===== src/hdl/pdis_fifo.sv =====
// Two-entry queue between the front end and the back end.
// Depends on nothing; width set by parameter.
`timescale 1ns / 1ps
`default_nettype none
module pdis_fifo #(
   parameter int W = 8
) (
   input  wire          clock,
   input  wire          reset,
   input  wire          in_valid,
   output logic         in_ready,
   input  wire  [W-1:0] in_data,
   output logic         out_valid,
   input  wire          out_ready,
   output logic [W-1:0] out_data
);
   logic [W-1:0] slot_ff [2];
   logic         wp_ff, rp_ff;
   logic [1:0]   cnt_ff;
   logic         push, pop;

   assign in_ready  = (cnt_ff != 2'd2);
   assign out_valid = (cnt_ff != 2'd0);
   assign out_data  = slot_ff[rp_ff];
   assign push      = in_valid && in_ready;
   assign pop       = out_valid && out_ready;

   // Advance pointers and fill level
   always_ff @(posedge clock) begin
      if (reset) begin
         wp_ff  <= 1'b0;
         rp_ff  <= 1'b0;
         cnt_ff <= 2'd0;
      end else begin
         if (push) wp_ff <= ~wp_ff;
         if (pop)  rp_ff <= ~rp_ff;
         cnt_ff <= cnt_ff + {1'b0, push} - {1'b0, pop};
      end
   end

   // Hold payload
   always_ff @(posedge clock) begin
      if (push) slot_ff[wp_ff] <= in_data;
   end
endmodule
`default_nettype wire


===== config.mk =====
export PLATFORM = sky130hd
export DESIGN_NAME = pdis_fifo
export DESIGN_NICKNAME = d
export VERILOG_FILES = /design/src/hdl/pdis_fifo.sv
export SDC_FILE = /design/constraint.sdc
export NUM_CORES = 1
export LEC_CHECK = 0
export ABC_AREA = 1
export BUFFER_PORTS_ARGS = -buffer_cell sky130_fd_sc_hd__buf_4
export CORE_MARGIN = 10
export CORE_UTILIZATION = 50
export DETAILED_ROUTE_END_ITERATION = 12
export PLACE_DENSITY = 0.76
export SETUP_SLACK_MARGIN = 0.05
export SLEW_MARGIN = 20
export SYNTH_ARGS = -nofsm -noshare
export SYNTH_HDL_FRONTEND = slang
export SYNTH_SLANG_ARGS = --single-unit

===== constraint.sdc =====
create_clock -name clock -period 1.8 [get_ports clock]
set_clock_uncertainty 0.05 [all_clocks]
set_input_delay 0.18 -clock clock [delete_from_list [all_inputs] [get_ports clock]]
set_output_delay 0.18 -clock clock [all_outputs]
set_load 0.01 [all_outputs]

==> impl_metrics.py <==
metrics = {
    "synthesis": {
        "syn_area_per_cell_um2": 14.1,
        "synth_nets": 76,
        "ys_types": 14,
        "yosys_register_bits": 21,
        "syn_inst": 62,
        "yosysWarnings": 0,
        "synth_seq_area_share_pct": 66.3,
        "syn_area_um2": 876,
    },
    "routing": {
        "dr.first_iter.drc_count": 11,
        "drcViolationCount": 0,
        "routed_wl_mm": 1.55,
        "ant_nets": 0,
        "drt-pass1-iter-count": 2,
        "vias": 548,
        "wl_per_cell_um": 13.7,
        "viasPerCell": 4.85,
    },
    "clock_network": {
        "cts_tree": "built",
        "numCtsBuffers": 3,
        "cts_root_buffer": "clkbuf_4",
        "post_cts_buffers": 0,
        "clock-sinks": 21,
        "worstSkewPairLatency_ns": 0.30,
        "clk_pin_slew_ns": 0.11,
        "clk_path_buf_depth": 2,
        "cts_max_level": 1,
    },
    "global_routing": {
        "first_global_vias": 555,
        "overflow": 0,
        "antenna_found_initial": 0,
        "grtUsageTotal_pct": 8.66,
        "grt_max_degree": 13,
        "grt_first_pass_wirelength_mm": 2.42,
    },
    "timing": {
        "min_period_over_period_pct": 91.1,
        "fin_ws_ns": 0.161,
        "setup_viol": 0,
        "worstMarginPinSlew_ns": 0.318,
        "drv_slew": 0,
        "relSlewSlack_pct": 78.8,
        "period_needed_ns": 1.64,
        "grt_setup_unrepaired": "no",
        "setup_tns_ns": 0,
        "fmax_mhz": 610,
        "hold_viol_final": 0,
    },
    "worst_setup_path": {
        "r2r_end": "cnt_ff[1]",
        "critPathBufInv": 3,
        "cp_cell_sequence": "inv_1, nand2_2, nand2_1, ha_1, inv_1, ha_1, inv_1, nand2_1, a21oi_1, nor2_1",
        "critPathArrivalTime_ns": 1.79,
        "critPathKind": "reg2reg",
        "critical_path.max_stage_delay_ns": 0.40,
        "ff2ff_path_depth": 10,
        "reg2reg_from": "cnt_ff[0]",
        "crit_family": "adder cells",
        "slowest_stage": "dfxtp_1",
        "critPathRequiredTime_ns": 1.96,
        "crit_fanout": 4,
        "reg2reg_slack_ns": 0.16,
        "end_kind": "register",
        "crit_path_frequent_cell": "inv_1",
        "worstSetupStartpointType": "register",
    },
    "finish": {
        "fin_util_pct": 69.3,
        "n_antenna_cell": 0,
        "final_common_cell": "buf_4",
        "drive_gt1_share_pct": 41.7,
        "final_cell_area_um2": 1170,
        "nNetsFinal": 111,
        "area_growth_pct": 33.6,
        "nFillCells": 127,
        "final_cell_mix": "22 x buf_4, 16 x edfxtp_1, 9 x dlygate4sd3_1",
    },
    "min_path": {
        "whs_path_depth": 3,
        "hp-class": "in2reg",
        "hold_path_end": "wp_ff",
        "hp-start": "in_valid",
    },
    "die": {
        "chipHeight_um": 61.9,
        "die-area_um2": 3830,
        "die_w_um": 61.9,
        "rows": 15,
        "ioPinCount": 22,
        "core-area_um2": 1690,
        "initial_core_util_pct": 51.9,
    },
    "placed_design": {
        "hpwlAfterDp_mm": 1.16,
        "portBuffers": 21,
        "place_area_um2": 1050,
        "gp_congestion": 0.661,
        "dp_slack_ns": 0.191,
    },
    "pwr": {
        "power_density_nw_per_um2": 1250,
        "ir_drop_mv": 0.886,
        "p_clk_share_pct": 15.0,
        "power_leakage_nw": 0.514,
        "p_comb_share_pct": 37.4,
        "power_mw": 1.46,
        "p_int_mw": 0.998,
        "power_frac_seq_pct": 47.7,
        "switchingPower_mw": 0.463,
        "switching_share_pct": 31.7,
    },
    "status": {
        "outcome": "complete, no violations",
    },
    "flow_run": {
        "maxCapViolations": 0,
    },
}
-- cell type report --
cell class	count	area (µm²)	area share (%)
sequential	21	582	49.7
timing repair buffer	31	255	21.8
multi-input combinational	32	254	21.7
inverter	8	30.0	2.57
clock buffer	3	22.5	1.93
tap	17	21.3	1.82
clock inverter	1	5.00	0.428
-- power groups by stage --
stage | clock, mW | sequential [mW] | combinational (mW)
after floorplan | 0 | 0.668 | 0.368
after global placement | 0 | 0.700 | 0.515
after detailed placement | 0 | 0.707 | 0.541
after CTS | 0.227 | 0.696 | 0.548
after global routing | 0.247 | 0.707 | 0.613
final | 0.219 | 0.696 | 0.546
-- layer usage --
layer,track usage (%),routed length (µm),share of wire (%)
met5,0,0,0
met4,4.46,22,1.4
met3,4.27,175,11
met2,14.1,725,47
met1,9.07,622,40
-- cells in the mapped netlist --
library cell | n | area [µm²]
a21oi_1 | 2 | 10.0
buf_6 | 1 | 11.3
dfxtp_1 | 5 | 100
edfxtp_1 | 16 | 480
ha_1 | 2 | 25.0
inv_1 | 8 | 30.0
mux2_4 | 8 | 120
nand2_1 | 6 | 22.5
nand2_2 | 2 | 12.5
nand3_1 | 2 | 10.0
nand3_2 | 1 | 10.0
nor2_1 | 7 | 26.3
nor2_2 | 1 | 6.26
nor2_4 | 1 | 11.3
-- metrics by stage --
stage | std cells | hold WS, ns
after global placement | 100 | 0.296
final | 113 | 0.0958
after global routing | 113 | 0.112
after detailed placement | 100 | 0.301
after CTS | 107 | 0.000189
after floorplan | 62 | 0.201
-- cells by family (layout without fill, tap and decap cells) --
| kind of cell | count (synthesis) | count (layout) | synth area share, % |
|---|---|---|---|
| AOI/OAI and AO/OA | 2 | 2 | 1.14 |
| DFF | 21 | 21 | 66.3 |
| muxes | 8 | 8 | 13.7 |
| adders and majority gates | 2 | 2 | 2.86 |
| buffers and inverters | 9 | 43 | 4.71 |
| and+or+nand+nor | 20 | 20 | 11.3 |
-- worst max-delay path by stage --
stage | start | to | cells past startpoint
after global routing | cnt_ff[0] | cnt_ff[1] | 11
after CTS | register | out_data[4] | 2
final | cnt_ff[0] | cnt_ff[1] | 10
after global placement | cnt_ff[0] | cnt_ff[1] | 10
after detailed placement | cnt_ff[0] | cnt_ff[1] | 10
after floorplan | cnt_ff[0] | cnt_ff[1] | 10
-- worst min-delay path, stage by stage --
cell and delay [ns]:
buf_4 0.09, a21oi_1 0.06, nor2_1 0.08
-- repair_timing --
item | 4_1_cts | 5_1_grt
hold endpoints to repair | 5 | 12
gates resized for setup | 0 | 1
hold buffers | 3 | 6
setup endpoints to repair | 0 | 1
-- state kept, by name, indices dropped and copies added, names as in the netlist, named ones only --
signal	count
slot_ff	16
cnt_ff	2
rp_ff	1
wp_ff	1
(Power assumes the default switching activity.)
