--- src/hdl/pdis_pkg.sv ---
// Shared types and constants for the per-day interval scheduler.
// No dependencies; every file but pdis_fifo imports this package.
`timescale 1ns / 1ps
`default_nettype none
package pdis_pkg;

   localparam int FIELD_W = 16;

   // Classified interval passed from the front end to the back end
   typedef struct packed {
      logic [FIELD_W-1:0] day;
      logic [FIELD_W-1:0] start_time;
      logic [FIELD_W-1:0] end_time;
      logic               last;
      logic               keep;   // 1: store it, 0: store full, drop it
   } pdis_item_type;

   localparam int ITEM_W = $bits(pdis_item_type);

endpackage
`default_nettype wire

--- src/hdl/pdis_front.sv ---
// Front end: accepts intervals and marks each one kept or dropped by capacity.
// Depends on pdis_pkg.
`timescale 1ns / 1ps
`default_nettype none
module pdis_front
   import pdis_pkg::*;
#(
   parameter int MAX_INTERVALS = 256
) (
   input  wire                 clock,
   input  wire                 reset,
   input  wire                 in_valid,
   output logic                in_ready,
   input  wire  [FIELD_W-1:0]  day,
   input  wire  [FIELD_W-1:0]  start_time,
   input  wire  [FIELD_W-1:0]  end_time,
   input  wire                 last,
   output logic                out_valid,
   input  wire                 out_ready,
   output pdis_item_type       out_item
);
   localparam int CW = $clog2(MAX_INTERVALS + 1);

   logic [CW-1:0] cnt_ff, cnt_in;
   logic          keep, take;

   assign keep      = (cnt_ff < CW'(MAX_INTERVALS));
   assign in_ready  = out_ready;
   assign out_valid = in_valid;
   assign take      = in_valid && out_ready;

   // Classify the item
   always_comb begin
      out_item.day        = day;
      out_item.start_time = start_time;
      out_item.end_time   = end_time;
      out_item.last       = last;
      out_item.keep       = keep;
   end

   // Count items of the current set
   always_comb begin
      cnt_in = cnt_ff;
      if (take) begin
         if (last)      cnt_in = '0;
         else if (keep) cnt_in = cnt_ff + CW'(1);
      end
   end

   always_ff @(posedge clock) begin
      if (reset) cnt_ff <= '0;
      else       cnt_ff <= cnt_in;
   end
endmodule
`default_nettype wire

--- config.mk ---
export PLATFORM = sky130hd
export DESIGN_NAME = pdis_front
export DESIGN_NICKNAME = d
export VERILOG_FILES = /design/src/hdl/pdis_pkg.sv /design/src/hdl/pdis_front.sv
export SDC_FILE = /design/constraint.sdc
export NUM_CORES = 1
export LEC_CHECK = 0
export ABC_AREA = 1
export BUFFER_PORTS_ARGS = -buffer_cell sky130_fd_sc_hd__buf_2
export CAP_MARGIN = 20
export CORE_MARGIN = 5
export CORE_UTILIZATION = 35
export DETAILED_ROUTE_END_ITERATION = 10
export GPL_TIMING_DRIVEN = 0
export PLACE_DENSITY = 0.87
export SLEW_MARGIN = 15
export SYNTH_ARGS = -nofsm -noshare
export SYNTH_HDL_FRONTEND = slang
export SYNTH_SLANG_ARGS = --single-unit
--- constraint.sdc ---
create_clock -name clock -period 2 [get_ports clock]
set_input_delay 0.1 -clock clock [delete_from_list [all_inputs] [get_ports clock]]
set_output_delay 0.1 -clock clock [all_outputs]
set_load 0.02 [all_outputs]
==> impl_metrics.json <==
{
  "clk_pin_slew_ns": 0.06,
  "reg_top3": "cnt_ff: 9 flops",
  "irDropWorstVdd_uv": 201.3,
  "setup.worst_path.end": "cnt_ff[6]",
  "crit_path_start_kind": "flop",
  "crit_slowest_cell": "dfxtp_1",
  "synthFlopType": "dfxtp_1",
  "grt_pass1_wl_mm": 2.297,
  "power_density_nw_per_um2": 439.3,
  "critPathMostFrequentCell": "nand2_1",
  "setup_tns_ns": 0,
  "fin_nets": 234,
  "slowest_delay_ns": 0.38,
  "worstSetupPathType": "flop to flop",
  "r2r_cells": 6,
  "syn_nets": 173,
  "yosys_warnings": 0,
  "cts_resized": 0,
  "n_antenna_cell": 0,
  "clock.fmax_mhz": 881.5,
  "r2r_start": "cnt_ff[1]",
  "grtUsageMet2_pct": 14.51,
  "p_sw_share_pct": 32.34,
  "drive_gt1_share_pct": 67.60,
  "drt_first_pass_iters": 4,
  "startpoint": "cnt_ff[1]",
  "met1_usage_pct": 9.161,
  "grt_pass1_vias": 622,
  "mostFrequentLayoutCell": "buf_2",
  "cp_max_fo": 4,
  "top_usage_layer": "met2",
  "postCtsSetupRepairBufs": 0,
  "synthCells": 119,
  "vias": 841,
  "synth_edf_count": 0,
  "wl_mm": 1.898,
  "cts_buffers": 3,
  "cts_hold_buffers": 0,
  "drc_errors": 0,
  "worstSetupEndpointType": "flop",
  "slew_headroom_pct": 85.15,
  "io-pin-count": 105,
  "hold_class": "primary input to flop",
  "crit_family": "simple AND/OR/NAND/NOR gates",
  "numPortBuffers": 56,
  "ant_nets": 0,
  "gr-total-overflow": 0,
  "cts_buffer_depth": 2,
  "grt_max_degree": 7,
  "ys_types": 21,
  "power_leakage_nw": 0.6563,
  "intPower_mw": 0.3629,
  "slew_violations": 0,
  "finClkSkew_ns": 0.004228,
  "initial_core_util_pct": 36.06,
  "antenna_found_initial": 0,
  "p_clk_share_pct": 25.4,
  "arrival_ns": 1.28,
  "post-route-util_pct": 50.21,
  "yosysSeqAreaShare_pct": 20.54,
  "status": "complete, no violations",
  "pwr-share-seq_pct": 34.1,
  "largest_register": "cnt_ff",
  "synth-seq-cells": 9,
  "period_minus_slack_ns": 1.134,
  "critical_path_buf_inv_count": 0,
  "mostFrequentLayoutCells": "buf_2, buf_4, nand2_1",
  "die-area_um2": 3607,
  "drt_iter0_drc": 10,
  "hold-worst-slack_ns": 0.03783,
  "crit_cells": 6,
  "worstMarginPinSlew_ns": 0.2212,
  "clock_latency_ns": 0.25,
  "grt_setup_unrepaired": "false",
  "die_x_um": 60.06,
  "grt_util_met3_pct": 2.808,
  "power.switching_mw": 0.1735,
  "avgSynthCellArea_um2": 7.371,
  "largest_reg_flops": 9,
  "setup_violations": 0,
  "cp_cell_sequence": "ha_1 > nand3_2 > nor2_4 > nand2_1 > nand2_1 > a21oi_2",
  "period_share_pct": 56.72,
  "route.detailed.wl_per_inst_um": 9.081,
  "power_frac_comb_pct": 40.5,
  "cap_violations": 0,
  "area_delta_synth_final_pct": 39.23,
  "gp_congestion": 0.7868,
  "r2r_end": "cnt_ff[6]",
  "cts_sinks": 9,
  "timing_hold_violations_final": 0,
  "cts-root-buf": "clkbuf_4",
  "grt_use_total_pct": 8.124,
  "core-area_um2": 2432,
  "syn_area_um2": 877.1,
  "post-dp-hpwl_mm": 1.743,
  "synthArstFlopShare_pct": 0,
  "vias_per_cell": 4.024,
  "cts_tree": "done",
  "num_rows": 18,
  "r2r_setup_slack_ns": 0.87,
  "required_ns": 2.15,
  "cts.htree.levels": 1,
  "power_mw": 0.5364,
  "fp.dieH_um": 60.06
}
area by class of cell:
cell class | instances | area, um^2
buffer | 52 | 390.4
clock buffer | 4 | 26.28
fill | 268 | 1211
inverter | 10 | 37.54
multi-input combinational | 48 | 269.0
sequential | 9 | 180.2
tap | 30 | 37.54
timing repair buffer | 56 | 280.3
cells by family (layout without fill, tap and decap cells):
logic type,Yosys count,in the layout,share of synthesized area (%)
and+or+nand+nor,35,35,21.11
adders and majority gates,1,1,1.426
DFF,9,9,20.54
buffers and inverters,62,122,48.79
xor gates and xnor gates,1,1,0.9988
AOI/OAI and AO/OA,11,11,7.133
worst reg2reg max path, cell delays in order (launching register included):
cell and delay, ns:
dfxtp_1 0.38, ha_1 0.21, nand3_2 0.11, nor2_4 0.17, nand2_1 0.06, nand2_1 0.07, a21oi_2 0.03
cells in the mapped netlist (2+ instances only):
cell,n,share of area (%)
nor3_1,2,1.1
nand3_2,3,3.4
dfxtp_1,9,21
a21oi_2,2,2.0
nand2_1,14,6.0
buf_4,52,45
nor2_1,8,3.4
o21ai_1,2,1.1
inv_1,9,3.9
a21oi_1,6,3.4
nand3_1,2,1.1
stage by stage:
| step | std cells | instance area [um^2] | worst slack, ns |
|---|---|---|---|
| after floorplan | 119 | 877.1 | 0.9322 |
| after global placement | 205 | 1195 | 0.8715 |
| after detailed placement | 205 | 1195 | 0.8583 |
| after CTS | 209 | 1221 | 0.8528 |
| after global routing | 209 | 1221 | 0.7816 |
| final | 209 | 1221 | 0.8656 |
layer usage:
metal | wire length, um | share of wire (%)
met2 | 937 | 49
met3 | 348 | 18
met5 | 0 | 0
met4 | 0 | 0
met1 | 612 | 32
worst min-delay path by stage:
stage | to | cells after the start | startpoint
3_5_place_dp | cnt_ff[2] | 2 | reset
5_1_grt | cnt_ff[2] | 2 | reset
3_3_place_gp | cnt_ff[2] | 2 | reset
6_report | cnt_ff[1] | 2 | reset
2_1_floorplan | cnt_ff[1] | 1 | reset
4_1_cts | cnt_ff[2] | 2 | reset
power groups by stage:
| stage | Sequential, mW | Combinational (mW) | Clock, mW |
|---|---|---|---|
| final | 0.183 | 0.217 | 0.136 |
| after global routing | 0.183 | 0.232 | 0.149 |
| after CTS | 0.183 | 0.220 | 0.141 |
| after detailed placement | 0.187 | 0.220 | 0 |
| after global placement | 0.187 | 0.217 | 0 |
| after floorplan | 0.187 | 0.165 | 0 |
No activity file was read; power rests on OpenSTA's default activity.
